### config.mk
export PLATFORM = sky130hd
export DESIGN_NAME = dirty_rect_merge_list_core
export DESIGN_NICKNAME = d
export VERILOG_FILES = /design/src/hdl/drml_pkg.sv /design/src/hdl/drml_ram.sv /design/src/hdl/drml_ctrl.sv /design/src/hdl/drml_dp.sv /design/src/hdl/dirty_rect_merge_list_core.sv
export VERILOG_INCLUDE_DIRS = /design/src /design/src/hdl
export SDC_FILE = /design/constraint.sdc
export NUM_CORES = 2
export LEC_CHECK = 0
export BUFFER_PORTS_ARGS = -buffer_cell sky130_fd_sc_hd__buf_2
export CAP_MARGIN = 20
export CELL_PAD_IN_SITES_DETAIL_PLACEMENT = 0
export CELL_PAD_IN_SITES_GLOBAL_PLACEMENT = 1
export CORE_ASPECT_RATIO = 1.1
export CORE_MARGIN = 3
export CORE_UTILIZATION = 36
export CTS_CLUSTER_SIZE = 40
export DETAILED_ROUTE_END_ITERATION = 8
export GPL_TIMING_DRIVEN = 0
export PLACE_DENSITY = 0.69
export SLEW_MARGIN = 10
export SYNTH_ARGS = -nofsm -noshare
export SYNTH_HDL_FRONTEND = slang
export SYNTH_HIERARCHICAL = 1
export SYNTH_SLANG_ARGS = --single-unit
### constraint.sdc
create_clock -name clk -period 11.25 [get_ports clk]
set_input_delay 1.6875 -clock clk [delete_from_list [all_inputs] [get_ports clk]]
set_output_delay 1.6875 -clock clk [all_outputs]
set_load 0.005 [all_outputs]
### src/hdl/dirty_rect_merge_list_core_assert.svh
// assertion macros shared by the dirty rectangle list modules
// expects clk and rst in scope at the point of use
`ifndef DIRTY_RECT_MERGE_LIST_CORE_ASSERT_SVH
`define DIRTY_RECT_MERGE_LIST_CORE_ASSERT_SVH

// condition in this cycle implies property in the same cycle
`define DRML_ASSERT_IMPL(name, cond, prop, msg) \
  name: assert property (@(posedge clk) disable iff (rst) (cond) |-> (prop)) \
    else $error(msg);

// condition in this cycle implies property in the next cycle
`define DRML_ASSERT_NEXT(name, cond, prop, msg) \
  name: assert property (@(posedge clk) disable iff (rst) (cond) |=> (prop)) \
    else $error(msg);

`endif

### src/hdl/drml_pkg.sv
// shared types, codes and constants for the dirty rectangle list
// no dependencies
package drml_pkg;

  localparam int DEFAULT_LIST_DEPTH = 16;

  localparam int FIELD_W   = 16;
  localparam int OP_W      = 2;
  localparam int IDX_W     = 4;
  localparam int STATUS_W  = 3;
  localparam int COUNT_W   = 5;
  localparam int CORD_W    = 12;
  localparam int EDGE_W    = 13;
  localparam int DIM_W     = 13;
  localparam int CFG_IDX_W = 1;

  localparam logic [DIM_W-1:0] DISPLAY_W_RESET = DIM_W'(320);
  localparam logic [DIM_W-1:0] DISPLAY_H_RESET = DIM_W'(240);
  localparam logic [DIM_W-1:0] DIM_MAX         = DIM_W'(4096);

  localparam logic [CFG_IDX_W-1:0] CFG_DISPLAY_W = CFG_IDX_W'(0);
  localparam logic [CFG_IDX_W-1:0] CFG_DISPLAY_H = CFG_IDX_W'(1);

  typedef enum logic [OP_W-1:0] {
    OP_ADD   = 2'd0,
    OP_CLEAR = 2'd1,
    OP_READ  = 2'd2
  } op_t;

  typedef enum logic [STATUS_W-1:0] {
    ST_DROPPED  = 3'd0,
    ST_ABSORBED = 3'd1,
    ST_STORED   = 3'd2,
    ST_OVERFLOW = 3'd3,
    ST_DONE     = 3'd4
  } status_t;

  // list entry held as edges: left, top, right, bottom
  typedef struct packed {
    logic [EDGE_W-1:0] y1;
    logic [EDGE_W-1:0] x1;
    logic [CORD_W-1:0] y0;
    logic [CORD_W-1:0] x0;
  } rect_t;

  localparam int RECT_W = $bits(rect_t);

  typedef struct packed {
    logic latch;
    logic clip;
    logic walk;
    logic finish;
    logic rd_take;
    logic misc;
    logic load_out;
  } dp_cmd_t;

  typedef struct packed {
    logic clip_drop;
    logic count_zero;
    logic walk_last;
  } dp_stat_t;

  // zero counts as one, anything above 4096 as 4096
  function automatic logic [DIM_W-1:0] eff_dim(input logic [DIM_W-1:0] v);
    logic [DIM_W-1:0] r;
    r = v;
    if (v == '0) r = DIM_W'(1);
    else if (v > DIM_MAX) r = DIM_MAX;
    return r;
  endfunction

endpackage

### src/hdl/drml_ram.sv
// generic single write port, single read port ram with registered read
// no dependencies
module drml_ram #(
  parameter int WIDTH = 8,
  parameter int DEPTH = 16
) (
  input  logic                     clk,
  input  logic                     we,
  input  logic [$clog2(DEPTH)-1:0] waddr,
  input  logic [WIDTH-1:0]         wdata,
  input  logic [$clog2(DEPTH)-1:0] raddr,
  output logic [WIDTH-1:0]         rdata
);

  logic [WIDTH-1:0] mem [DEPTH];

  always_ff @(posedge clk) begin
    if (we) begin
      mem[waddr] <= wdata;
    end
    rdata <= mem[raddr];
  end

endmodule

### src/hdl/drml_ctrl.sv
// controller state machine for the dirty rectangle list
// depends on drml_pkg and the shared assertion macros
`include "dirty_rect_merge_list_core_assert.svh"

module drml_ctrl import drml_pkg::*; (
  input  logic            clk,
  input  logic            rst,
  input  logic            in_valid,
  output logic            in_ready,
  input  logic [OP_W-1:0] op,
  output logic            result_valid,
  input  logic            result_ready,
  input  dp_stat_t        stat,
  output dp_cmd_t         cmd
);

  typedef enum logic [2:0] {
    S_IDLE,
    S_CLIP,
    S_WALK,
    S_FINISH,
    S_READ,
    S_MISC,
    S_RESULT
  } state_t;

  state_t state;
  state_t state_next;

  always_comb begin
    cmd        = '0;
    state_next = state;
    in_ready   = (state == S_IDLE);
    unique case (state)
      S_IDLE: begin
        if (in_valid) begin
          cmd.latch = 1'b1;
          unique case (op)
            OP_ADD:  state_next = S_CLIP;
            OP_READ: state_next = S_READ;
            default: state_next = S_MISC;
          endcase
        end
      end
      S_CLIP: begin
        cmd.clip = 1'b1;
        priority if (stat.clip_drop) state_next = S_RESULT;
        else if (stat.count_zero)    state_next = S_FINISH;
        else                         state_next = S_WALK;
      end
      S_WALK: begin
        cmd.walk = 1'b1;
        if (stat.walk_last) state_next = S_FINISH;
      end
      S_FINISH: begin
        cmd.finish = 1'b1;
        state_next = S_RESULT;
      end
      S_READ: begin
        cmd.rd_take = 1'b1;
        state_next  = S_RESULT;
      end
      S_MISC: begin
        cmd.misc   = 1'b1;
        state_next = S_RESULT;
      end
      S_RESULT: begin
        if (!result_valid || result_ready) begin
          cmd.load_out = 1'b1;
          state_next   = S_IDLE;
        end
      end
      default: state_next = S_IDLE;
    endcase
  end

  always_ff @(posedge clk) begin
    if (rst) begin
      state        <= S_IDLE;
      result_valid <= 1'b0;
    end else begin
      state <= state_next;
      if (cmd.load_out) begin
        result_valid <= 1'b1;
      end else if (result_ready) begin
        result_valid <= 1'b0;
      end
    end
  end

  `DRML_ASSERT_NEXT(a_add_starts_clip, in_valid && in_ready && op == OP_ADD,
                    state == S_CLIP, "add item did not move on to clipping")
  `DRML_ASSERT_IMPL(a_load_when_free, cmd.load_out, !result_valid || result_ready,
                    "waiting result overwritten")

endmodule

### src/hdl/drml_dp.sv
// datapath for the dirty rectangle list: clipping, list walk, merge and result
// depends on drml_pkg, drml_ram and the shared assertion macros
`include "dirty_rect_merge_list_core_assert.svh"

module drml_dp import drml_pkg::*; #(
  parameter int LIST_DEPTH = DEFAULT_LIST_DEPTH
) (
  input  logic                       clk,
  input  logic                       rst,
  input  logic                       cfg_write,
  input  logic [CFG_IDX_W-1:0]       cfg_index,
  input  logic [DIM_W-1:0]           cfg_data,
  input  logic [OP_W-1:0]            op,
  input  logic signed [FIELD_W-1:0]  rect_x,
  input  logic signed [FIELD_W-1:0]  rect_y,
  input  logic signed [FIELD_W-1:0]  rect_w,
  input  logic signed [FIELD_W-1:0]  rect_h,
  input  logic [IDX_W-1:0]           read_index,
  input  dp_cmd_t                    cmd,
  output dp_stat_t                   stat,
  output logic [STATUS_W-1:0]        status,
  output logic [COUNT_W-1:0]         entry_count,
  output logic [COUNT_W-1:0]         merged_count,
  output logic [CORD_W-1:0]          out_x,
  output logic [CORD_W-1:0]          out_y,
  output logic [EDGE_W-1:0]          out_w,
  output logic [EDGE_W-1:0]          out_h,
  output logic                       out_valid
);

  localparam int AW = $clog2(LIST_DEPTH);
  localparam int CW = $clog2(LIST_DEPTH + 1);
  localparam int SW = FIELD_W + 1;

  logic [DIM_W-1:0] dw;
  logic [DIM_W-1:0] dh;

  logic [OP_W-1:0]           op_q;
  logic signed [FIELD_W-1:0] rx_q;
  logic signed [FIELD_W-1:0] ry_q;
  logic signed [FIELD_W-1:0] rw_q;
  logic signed [FIELD_W-1:0] rh_q;
  logic                      rd_hit;

  rect_t         n_q;
  logic [CW-1:0] count;
  logic [CW-1:0] ra;
  logic [CW-1:0] wp;
  logic [CW-1:0] merged;
  logic          absorbed;

  status_t           res_status;
  logic [CW-1:0]     res_count;
  logic [CW-1:0]     res_merged;
  logic [CORD_W-1:0] res_x;
  logic [CORD_W-1:0] res_y;
  logic [EDGE_W-1:0] res_w;
  logic [EDGE_W-1:0] res_h;
  logic              res_ok;

  // ram ports
  logic              we;
  logic [AW-1:0]     waddr;
  logic [AW-1:0]     raddr;
  logic [RECT_W-1:0] wdata;
  logic [RECT_W-1:0] rdata;

  // clipping
  logic signed [SW-1:0] x1_raw;
  logic signed [SW-1:0] y1_raw;
  logic signed [SW-1:0] dw_s;
  logic signed [SW-1:0] dh_s;
  logic signed [SW-1:0] x0_s;
  logic signed [SW-1:0] y0_s;
  logic [CORD_W-1:0]    x0_c;
  logic [CORD_W-1:0]    y0_c;
  logic [EDGE_W-1:0]    x1_c;
  logic [EDGE_W-1:0]    y1_c;
  logic                 clip_drop;

  // walk
  rect_t e;
  rect_t n_bb;
  logic  full;
  logic  hit;
  logic  keep;
  logic  store;

  always_comb begin
    x1_raw = {rx_q[FIELD_W-1], rx_q} + {rw_q[FIELD_W-1], rw_q};
    y1_raw = {ry_q[FIELD_W-1], ry_q} + {rh_q[FIELD_W-1], rh_q};
    dw_s   = {{(SW-DIM_W){1'b0}}, dw};
    dh_s   = {{(SW-DIM_W){1'b0}}, dh};
    x0_c   = rx_q[FIELD_W-1] ? '0 : rx_q[CORD_W-1:0];
    y0_c   = ry_q[FIELD_W-1] ? '0 : ry_q[CORD_W-1:0];
    x0_s   = {{(SW-CORD_W){1'b0}}, x0_c};
    y0_s   = {{(SW-CORD_W){1'b0}}, y0_c};
    x1_c   = (x1_raw >= dw_s) ? dw : x1_raw[EDGE_W-1:0];
    y1_c   = (y1_raw >= dh_s) ? dh : y1_raw[EDGE_W-1:0];
    clip_drop = (!rx_q[FIELD_W-1] && ($signed({rx_q[FIELD_W-1], rx_q}) >= dw_s))
             || (!ry_q[FIELD_W-1] && ($signed({ry_q[FIELD_W-1], ry_q}) >= dh_s))
             || (x1_raw <= x0_s) || (y1_raw <= y0_s);
  end

  always_comb begin
    e    = rect_t'(rdata);
    full = (e.x0 == '0) && (e.y0 == '0) && (e.x1 == dw) && (e.y1 == dh);
    hit  = ({1'b0, e.x0} < n_q.x1) && ({1'b0, n_q.x0} < e.x1)
        && ({1'b0, e.y0} < n_q.y1) && ({1'b0, n_q.y0} < e.y1);
    n_bb.x0 = (e.x0 < n_q.x0) ? e.x0 : n_q.x0;
    n_bb.y0 = (e.y0 < n_q.y0) ? e.y0 : n_q.y0;
    n_bb.x1 = (e.x1 > n_q.x1) ? e.x1 : n_q.x1;
    n_bb.y1 = (e.y1 > n_q.y1) ? e.y1 : n_q.y1;
    keep  = absorbed || full || !hit;
    store = !absorbed && (wp < CW'(LIST_DEPTH));
  end

  always_comb begin
    raddr = ra[AW-1:0];
    if (cmd.latch) raddr = AW'(read_index);
    else if (cmd.clip) raddr = '0;
    we    = (cmd.walk && keep) || (cmd.finish && store);
    waddr = wp[AW-1:0];
    wdata = cmd.finish ? n_q : e;
  end

  assign stat.clip_drop  = clip_drop;
  assign stat.count_zero = (count == '0);
  assign stat.walk_last  = (ra == count);

  drml_ram #(
    .WIDTH (RECT_W),
    .DEPTH (LIST_DEPTH)
  ) u_store (
    .clk   (clk),
    .we    (we),
    .waddr (waddr),
    .wdata (wdata),
    .raddr (raddr),
    .rdata (rdata)
  );

  always_ff @(posedge clk) begin
    if (rst) begin
      dw       <= DISPLAY_W_RESET;
      dh       <= DISPLAY_H_RESET;
      count    <= '0;
      ra       <= '0;
      wp       <= '0;
      merged   <= '0;
      absorbed <= 1'b0;
    end else begin
      if (cfg_write) begin
        unique case (cfg_index)
          CFG_DISPLAY_W: dw <= eff_dim(cfg_data);
          CFG_DISPLAY_H: dh <= eff_dim(cfg_data);
        endcase
      end

      if (cmd.latch) begin
        op_q   <= op;
        rx_q   <= rect_x;
        ry_q   <= rect_y;
        rw_q   <= rect_w;
        rh_q   <= rect_h;
        rd_hit <= (read_index < count);
      end

      if (cmd.clip) begin
        n_q.x0   <= x0_c;
        n_q.y0   <= y0_c;
        n_q.x1   <= x1_c;
        n_q.y1   <= y1_c;
        ra       <= CW'(1);
        wp       <= '0;
        merged   <= '0;
        absorbed <= 1'b0;
        if (clip_drop) begin
          res_status <= ST_DROPPED;
          res_count  <= count;
          res_merged <= '0;
          res_x      <= '0;
          res_y      <= '0;
          res_w      <= '0;
          res_h      <= '0;
          res_ok     <= 1'b0;
        end
      end

      if (cmd.walk) begin
        ra <= ra + CW'(1);
        if (keep) begin
          wp <= wp + CW'(1);
          if (!absorbed && full) absorbed <= 1'b1;
        end else begin
          n_q    <= n_bb;
          merged <= merged + CW'(1);
        end
      end

      if (cmd.finish) begin
        res_merged <= merged;
        if (store) begin
          count      <= wp + CW'(1);
          res_count  <= wp + CW'(1);
          res_status <= ST_STORED;
          res_x      <= n_q.x0;
          res_y      <= n_q.y0;
          res_w      <= n_q.x1 - {1'b0, n_q.x0};
          res_h      <= n_q.y1 - {1'b0, n_q.y0};
          res_ok     <= 1'b1;
        end else begin
          count      <= wp;
          res_count  <= wp;
          res_status <= absorbed ? ST_ABSORBED : ST_OVERFLOW;
          res_x      <= '0;
          res_y      <= '0;
          res_w      <= '0;
          res_h      <= '0;
          res_ok     <= 1'b0;
        end
      end

      if (cmd.rd_take) begin
        res_status <= ST_DONE;
        res_count  <= count;
        res_merged <= '0;
        if (rd_hit) begin
          res_x  <= e.x0;
          res_y  <= e.y0;
          res_w  <= e.x1 - {1'b0, e.x0};
          res_h  <= e.y1 - {1'b0, e.y0};
          res_ok <= 1'b1;
        end else begin
          res_x  <= '0;
          res_y  <= '0;
          res_w  <= '0;
          res_h  <= '0;
          res_ok <= 1'b0;
        end
      end

      if (cmd.misc) begin
        res_merged <= '0;
        res_x      <= '0;
        res_y      <= '0;
        res_w      <= '0;
        res_h      <= '0;
        res_ok     <= 1'b0;
        if (op_q == OP_CLEAR) begin
          count      <= '0;
          res_count  <= '0;
          res_status <= ST_DONE;
        end else begin
          res_count  <= count;
          res_status <= ST_DROPPED;
        end
      end
    end
  end

  always_ff @(posedge clk) begin
    if (cmd.load_out) begin
      status       <= res_status;
      entry_count  <= COUNT_W'(res_count);
      merged_count <= COUNT_W'(res_merged);
      out_x        <= res_x;
      out_y        <= res_y;
      out_w        <= res_w;
      out_h        <= res_h;
      out_valid    <= res_ok;
    end
  end

  `DRML_ASSERT_IMPL(a_count_bound, 1'b1, count <= CW'(LIST_DEPTH),
                    "entry count beyond list depth")
  `DRML_ASSERT_IMPL(a_walk_books, cmd.walk, merged + wp + CW'(1) == ra,
                    "walk pointers out of step")

endmodule

### src/hdl/dirty_rect_merge_list_core.sv
// Dirty rectangle list: keeps up to LIST_DEPTH screen regions awaiting redraw.
// Input channel (in_valid/in_ready) takes one item: add (clip, merge with each
// overlapping entry up to a full-screen one, append if room), clear, or read
// of one entry. Output channel (result_valid/result_ready) returns one item per
// input item: status, entry and merge counts, and the stored or read rectangle.
// Configuration: cfg_write with cfg_index 0 sets display width, 1 sets height;
// write only while no item is in flight.
// An add is clipped, walks every stored entry in turn through the single ram
// read port, then appends and loads its result; an add dropped by clipping,
// a read, a clear or an unknown op loads its result after its single step.
// in_ready is high only while idle, so a new item is taken only once the
// previous one has loaded its result.
// A held result does not block the next item; the block only waits at the
// point of handing over its next result while result_ready stays low.
// Reset: list empty, display 320 x 240, no result pending. The entry store
// itself is not cleared; entries beyond the count are never returned.
// depends on drml_pkg, drml_ctrl, drml_dp
module dirty_rect_merge_list_core import drml_pkg::*; #(
  parameter int LIST_DEPTH = DEFAULT_LIST_DEPTH
) (
  input  logic                      clk,
  input  logic                      rst,
  input  logic                      cfg_write,
  input  logic [CFG_IDX_W-1:0]      cfg_index,
  input  logic [DIM_W-1:0]          cfg_data,
  input  logic                      in_valid,
  output logic                      in_ready,
  input  logic [OP_W-1:0]           op,
  input  logic signed [FIELD_W-1:0] rect_x,
  input  logic signed [FIELD_W-1:0] rect_y,
  input  logic signed [FIELD_W-1:0] rect_w,
  input  logic signed [FIELD_W-1:0] rect_h,
  input  logic [IDX_W-1:0]          read_index,
  output logic                      result_valid,
  input  logic                      result_ready,
  output logic [STATUS_W-1:0]       status,
  output logic [COUNT_W-1:0]        entry_count,
  output logic [COUNT_W-1:0]        merged_count,
  output logic [CORD_W-1:0]         out_x,
  output logic [CORD_W-1:0]         out_y,
  output logic [EDGE_W-1:0]         out_w,
  output logic [EDGE_W-1:0]         out_h,
  output logic                      out_valid
);

  dp_cmd_t  cmd;
  dp_stat_t stat;

  drml_ctrl u_ctrl (
    .clk          (clk),
    .rst          (rst),
    .in_valid     (in_valid),
    .in_ready     (in_ready),
    .op           (op),
    .result_valid (result_valid),
    .result_ready (result_ready),
    .stat         (stat),
    .cmd          (cmd)
  );

  drml_dp #(
    .LIST_DEPTH (LIST_DEPTH)
  ) u_dp (
    .clk          (clk),
    .rst          (rst),
    .cfg_write    (cfg_write),
    .cfg_index    (cfg_index),
    .cfg_data     (cfg_data),
    .op           (op),
    .rect_x       (rect_x),
    .rect_y       (rect_y),
    .rect_w       (rect_w),
    .rect_h       (rect_h),
    .read_index   (read_index),
    .cmd          (cmd),
    .stat         (stat),
    .status       (status),
    .entry_count  (entry_count),
    .merged_count (merged_count),
    .out_x        (out_x),
    .out_y        (out_y),
    .out_w        (out_w),
    .out_h        (out_h),
    .out_valid    (out_valid)
  );

endmodule

=== After elaboration in Yosys (flattened, before gate mapping) ===
Memory sizes are Yosys's and may differ from the RTL's. A register that Yosys moved wholly into a read port is not among the register bits.
Index checks and enable logic that the tools add are counted.
W data, S select, Z words.

* Equal/unequal tests: 18
* $add $sub $neg: 9
* Reduce and logical (&&, ||, !) cells: 45
* Order comparisons: 17
* Multiplexer cells: 95
* Bitwise operators: 2

{| class="wikitable"
|+ Operators by type and width
! cell !! number
|-
| $mux W13 || 16
|-
| $mux W50 || 4
|-
| $mux W12 || 14
|-
| $mux W5 || 21
|-
| $lt A12 B13 Y1 || 4
|-
| $sub A13 B12 Y13 || 4
|-
| $add A16 B16 Y17 || 2
|-
| $ge A17 B14 Y1 || 2
|-
| $le A17 B13 Y1 || 2
|-
| $mux W3 || 11
|-
| $ge A16 B14 Y1 || 2
|-
| $eq A13 B13 Y1 || 2
|-
| $gt A13 B13 Y1 || 2
|-
| $logic_not A12 Y1 || 2
|-
| $lt A12 B12 Y1 || 2
|-
| $mux W1 || 24
|-
| $add A5 B1 Y5 const B || 3
|-
| $pmux W3 S5 || 1
|-
| $reduce_and A2 Y1 || 7
|-
| $gt A13 B13 Y1 const B || 1
|-
| $logic_not A13 Y1 || 1
|-
| $logic_and A1 B1 Y1 || 12
|-
| $ne A3 B3 Y1 const B || 4
|-
| $eq A3 B3 Y1 const B || 3
|-
| other kinds (23) || 40
|}

* Memories: 1
* Bits in registers: 296
* Input port bits: 89
* RAM bits: 800
* Word-level logic and storage cells: 222
* Output and inout port bits: 66

{| class="wikitable"
|+ Memory list
! name !! words !! width !! rd ports !! clocked after Yosys merged registers in !! write ports !! line !! source
|-
| u_dp.u_store.mem || 16 || 50 || 1 || 1 || 1 || drml_ram.sv:15 || <nowiki>logic [WIDTH-1:0] mem [DEPTH];</nowiki>
|}

=== Depth between registers and ports, before layout ===
* Depth in word-level cells: 10
* Depth in mapped cells: 22
* Depth with buffers taken out: 21

=== Cells and area by module ===
The synthesis kept the hierarchy.

{| class="wikitable"
|+ Modules (own cells, without submodules)
! module !! times used !! area each (sq um) !! sequential area each (sq um) !! cells an instance
|-
| drml_ram || 1 || 30,912.1 || 25,024.0 || 1,294
|-
| drml_dp || 1 || 19,895.3 || 8,298.0 || 2,004
|-
| drml_ctrl || 1 || 280.3 || 80.1 || 34
|}

=== Worst setup path before layout ===
Ideal clock, no wire load.

* Path type: register to register
* From: register u_dp.ry_q[2]
* To: register u_dp.res_count[0], enable pin
* Data arrival time: 8.218 ns
* Setup time: 0.602 ns
* Cell stages (with the launch flop): 17
* Path slack: 2.430 ns
* Path through: edfxtp_1 -> ha_1 -> nor2b_1 -> o31a_1 -> o21ai_0 -> nand2b_1 -> a21o_1 -> a21oi_1 -> xnor2_1 -> ha_1 -> o211ai_1 -> a21oi_1 -> a2111oi_0 -> o21bai_1 -> a21oi_1 -> o211ai_1 -> a311oi_1

* Longest elaborated chain between the ends: 7
* Elaborated cells on any way between the ends: 10

{| class="wikitable"
|+ RTL lines
! what !! line !! source
|-
| start, declared || drml_dp.sv:40 || <nowiki>logic signed [FIELD_W-1:0] ry_q;</nowiki>
|-
| start signal, assigned || drml_dp.sv:163 || <nowiki>ry_q <= rect_y;</nowiki>
|-
| branches (longest 4 deep; another with $add A16 B16 Y17) || - ||
|-
| $logic_or A1 B1 Y1 * || drml_dp.sv:102 || <nowiki>|| (x1_raw <= x0_s) || (y1_raw <= y0_s);</nowiki>
|-
| $reduce_bool A4 Y1 (no line) * || - ||
|-
| $reduce_and A3 Y1 (no line) * || - ||
|-
| end signal, assigned || drml_dp.sv:180 || <nowiki>res_count <= count;</nowiki>
|-
| end signal, assigned || drml_dp.sv:205 || <nowiki>res_count <= wp + CW'(1);</nowiki>
|-
| end signal, assigned || drml_dp.sv:214 || <nowiki>res_count <= wp;</nowiki>
|-
| end, declared || drml_dp.sv:53 || <nowiki>logic [CW-1:0] res_count;</nowiki>
|}

Mark *: on every way between the ends.
A chain may end at the register's enable or synchronous reset.

=== Final worst setup path ===
* From: register u_dp.u_store.rdata[27] (read register of u_dp.u_store.mem)
* To: memory u_dp/u_store/mem[0][39] in the netlist's numbering, enable pin

* Longest elaborated chain between the ends: 10
* Elaborated cells on any way between the ends: 14

{| class="wikitable"
|+ RTL lines
! what !! line !! source
|-
| start, declared || drml_ram.sv:12 || <nowiki>output logic [WIDTH-1:0] rdata</nowiki>
|-
| $lt A12 B13 Y1 || drml_dp.sv:108 || <nowiki>hit = ({1'b0, e.x0} < n_q.x1) && ({1'b0, n_q.x0} < e.x1)</nowiki>
|-
| $logic_and A1 B1 Y1 || drml_dp.sv:108 ||
|-
| $logic_and A1 B1 Y1 (2 in a row) || drml_dp.sv:109 || <nowiki>&& ({1'b0, e.y0} < n_q.y1) && ({1'b0, n_q.y0} < e.y1);</nowiki>
|-
| $logic_not A1 Y1 || drml_dp.sv:114 || <nowiki>keep = absorbed || full || !hit;</nowiki>
|-
| $logic_or A1 B1 Y1 * || drml_dp.sv:114 ||
|-
| $logic_and A1 B1 Y1 * || drml_dp.sv:122 || <nowiki>we = (cmd.walk && keep) || (cmd.finish && store);</nowiki>
|-
| $logic_or A1 B1 Y1 * || drml_dp.sv:122 ||
|-
| named net u_dp.we || drml_dp.sv:62 || <nowiki>logic we;</nowiki>
|-
| $mux W1 * || drml_ram.sv:18 || <nowiki>if (we) begin</nowiki>
|-
| $mux W1 (implied by the code) * || drml_ram.sv:19 || <nowiki>mem[waddr] <= wdata;</nowiki>
|-
| end, declared || drml_ram.sv:15 ||
|}

The timed path passes the listed nets; every way through them passes the cells marked *.

==> results_dict.tcl <==
set metrics [dict create \
    path_common_cell "buf_4" \
    num_antenna_cells 0 \
    clock-root-buffer "clkbuf_16" \
    cts_hold_buf 0 \
    netlist_area_um2 51090 \
    p_per_area_nw_per_um2 277.9 \
    worst_slack_ps 5047 \
    clk_latency_ps 760 \
    worstHoldStart "u_dp/res_w[4]$_SDFFCE_PP0P_" \
    track_usage_pct 20.63 \
    arrival_ps 6610 \
    crit_path_start_kind "flip-flop" \
    p_leak_uw 0.02074 \
    maxCapViolCount 0 \
    hold_path_class "flip-flop to flip-flop" \
    ys_top_cells_by_count "edfxtp_1, ha_1, nand2_1" \
    cts_resized 0 \
    utilization_pct 42.30 \
    period_needed_ps 6203 \
    cp_slowest_cell "nor3_2" \
    hpwl_um 113100 \
    drtIter0Drc 3411 \
    tritoncts "yes" \
    hold_slack_ps 415.2 \
    finalHoldViolations 0 \
    wire_per_inst_um 27.06 \
    drtAntennaViolNets 0 \
    die_width_um 365.2 \
    firstDrtPassIters 6 \
    setup_violations 0 \
    coreArea_um2 140500 \
    critical-path-max-stage-delay_ps 730 \
    port_buffers 154 \
    finalClockSkew_ps 59.81 \
    timing.rr.start "u_dp/u_store/rdata[27]$_DFF_P_" \
    synth_edf_count 1045 \
    synth_cells 3332 \
    stdcell_area_um2 59450 \
    yosysMostFrequentCell "edfxtp_1" \
    dieArea_um2 146500 \
    path_class "flip-flop to flip-flop" \
    critPathMaxFanout 10 \
    fmax_ghz 0.1612 \
    regToRegSetupSlack_ps 5050 \
    yosysTopAreaCell "edfxtp_1" \
    wl_um 152300 \
    postSynthAreaPerCell_um2 15.33 \
    htree_levels 3 \
    status "completed" \
    layout-drive-gt1-share_pct 19.14 \
    num_io_pins 155 \
    ys_warn_count 6 \
    synth-async-reset-ratio_pct 0 \
    vias_per_cell 5.523 \
    grt_start_max_net_pins 33 \
    drc 0 \
    crit_start "u_dp/u_store/rdata[27]$_DFF_P_" \
    rsz0062_at_grt "no" \
    drv_slew 0 \
    synthTopCellsByArea "edfxtp_1, mux4_2, ha_1" \
    area_growth_pct 16.36 \
    numCtsBuffers 110 \
    path_cells "inv_1 -> ha_1 -> o21ai_0 -> o21ai_0 -> a22oi_1 -> o21ai_1 -> nor4_2 -> a21oi_1 -> buf_2 -> a21o_1 -> or3b_2 -> nor3_2 -> buf_4 -> buf_4 -> buf_4 -> buf_6" \
    vdd_drop_max_uv 129.1 \
    ys_types 84 \
    placed_cell_area_um2 55700 \
    required_ps 11660 \
    grt_pass1_wl_um 218700 \
    postCtsSetupRepairBufs 0 \
    grt_pass1_vias 31111 \
    synth_top_area_share_pct 61.42 \
    clockBufferDepth 3 \
    vias 31085 \
    gp_congestion 0.9376 \
    final_nets 4057 \
    cts.sinks 1146 \
    grt-ovfl-total 0 \
    ys_seq_area_share_pct 65.38 \
    synth_ff_type "edfxtp_1" \
    antenna_found_initial 5 \
    initial_core_util_pct 36.35 \
    die_h_um 401.1 \
    clk_pin_slew_ps 60 \
    tightest_slew_ps 1148 \
    fin_crit_sh_pct 55.14 \
    ys_ff_latch 1146 \
    synth_fp_nets 3679 \
    row_count 144 \
    pre_cts_slack_ps 5228 \
    critPathCaptureType "flip-flop" \
    slew-limit-headroom_pct 23.46 \
]
final cells by class:
cell class              count  area [um2]
clock inverters            72       794.5
repair buffers            266        2175
plain buffers             143       634.4
multi-input cells        1881       16610
well taps                1825        2283
fillers                 12681       81090
inverters                 162       608.1
clock buffers             133        2943
flip-flops and latches   1146       33400
flip-flops by register name, summed over array words and instances, names as in the netlist, 16 cells and up:
signal              flops
u_dp/n_q               50
u_dp/rw_q              16
u_dp/u_store/rdata     50
u_dp/u_store/mem      800
u_dp/ry_q              16
u_dp/rh_q              16
u_dp/rx_q              16
cell usage in the layout, fill, tap and decap left out, types with 22 or more instances in the layout:
| cell | instances |
|---|---|
| nor2b_1 | 24 |
| ha_1 | 252 |
| clkbuf_1 | 102 |
| o21ai_1 | 64 |
| clkbuf_16 | 113 |
| nand2b_1 | 49 |
| nand3_1 | 42 |
| edfxtp_1 | 1045 |
| dfxtp_1 | 101 |
| mux2i_1 | 40 |
| xor2_1 | 57 |
| buf_2 | 177 |
| a22oi_1 | 145 |
| buf_12 | 27 |
| buf_6 | 26 |
| xnor2_1 | 46 |
| a21o_1 | 59 |
| mux4_2 | 200 |
| inv_1 | 162 |
| nor2_1 | 132 |
| a31oi_1 | 22 |
| o21ai_0 | 94 |
| nand2_1 | 223 |
| buf_4 | 64 |
| a21oi_1 | 118 |
logic make-up after synthesis:
group	synth area share, %
buffers and inverters	2.432
multiplexers	9.711
AND/OR/NAND/NOR	5.635
AO/OA/AOI/OAI	8.628
adder cells (fa/ha/maj)	6.446
XOR/XNOR	1.766
flip-flops	65.38
metrics by stage:
stage / cells / TNS (ps) / total power, uW
2_1_floorplan: 3332 / 0 / 10270
3_3_place_gp: 5311 / -323050 / 12460
3_5_place_dp: 5422 / 0 / 12690
4_1_cts: 5627 / 0 / 16550
5_1_grt: 5628 / 0 / 17330
6_report: 5628 / 0 / 16520
worst max-delay path: cells and delay by family, from the launching register on:
kind / cells / cell delay [ps]
AOI/OAI and AO/OA: 6 / 1710
buffers and inverters: 6 / 1580
and+or+nand+nor: 3 / 1500
DFF: 1 / 690
adders and majority gates: 1 / 350
routing by layer:
metal | track usage (%) | up-vias | routed length, um
li1 | - | 13810 | -
met1 | 26.63 | 15813 | 61200
met2 | 33.96 | 1219 | 73470
met3 | 3.070 | 241 | 9593
met4 | 10.17 | 2 | 8015
met5 | 0 | - | 10
where the power goes:
part	leakage (uW)	internal, uW	total [uW]	switching (uW)
Combinational	0.00857	2420	6260	3840
Clock	0.00181	2180	3830	1650
Sequential	0.0104	5810	6430	625
final timing paths:
path,endpoint,cells past startpoint
max,u_dp/u_store/mem[0][39]$_DFFE_PP_,16
min,u_dp/out_w[4]$_DFFE_PP_,0
max reg2reg,u_dp/u_store/mem[0][39]$_DFFE_PP_,16
min reg2reg,u_dp/out_w[4]$_DFFE_PP_,0
(Power assumes the default switching activity.)
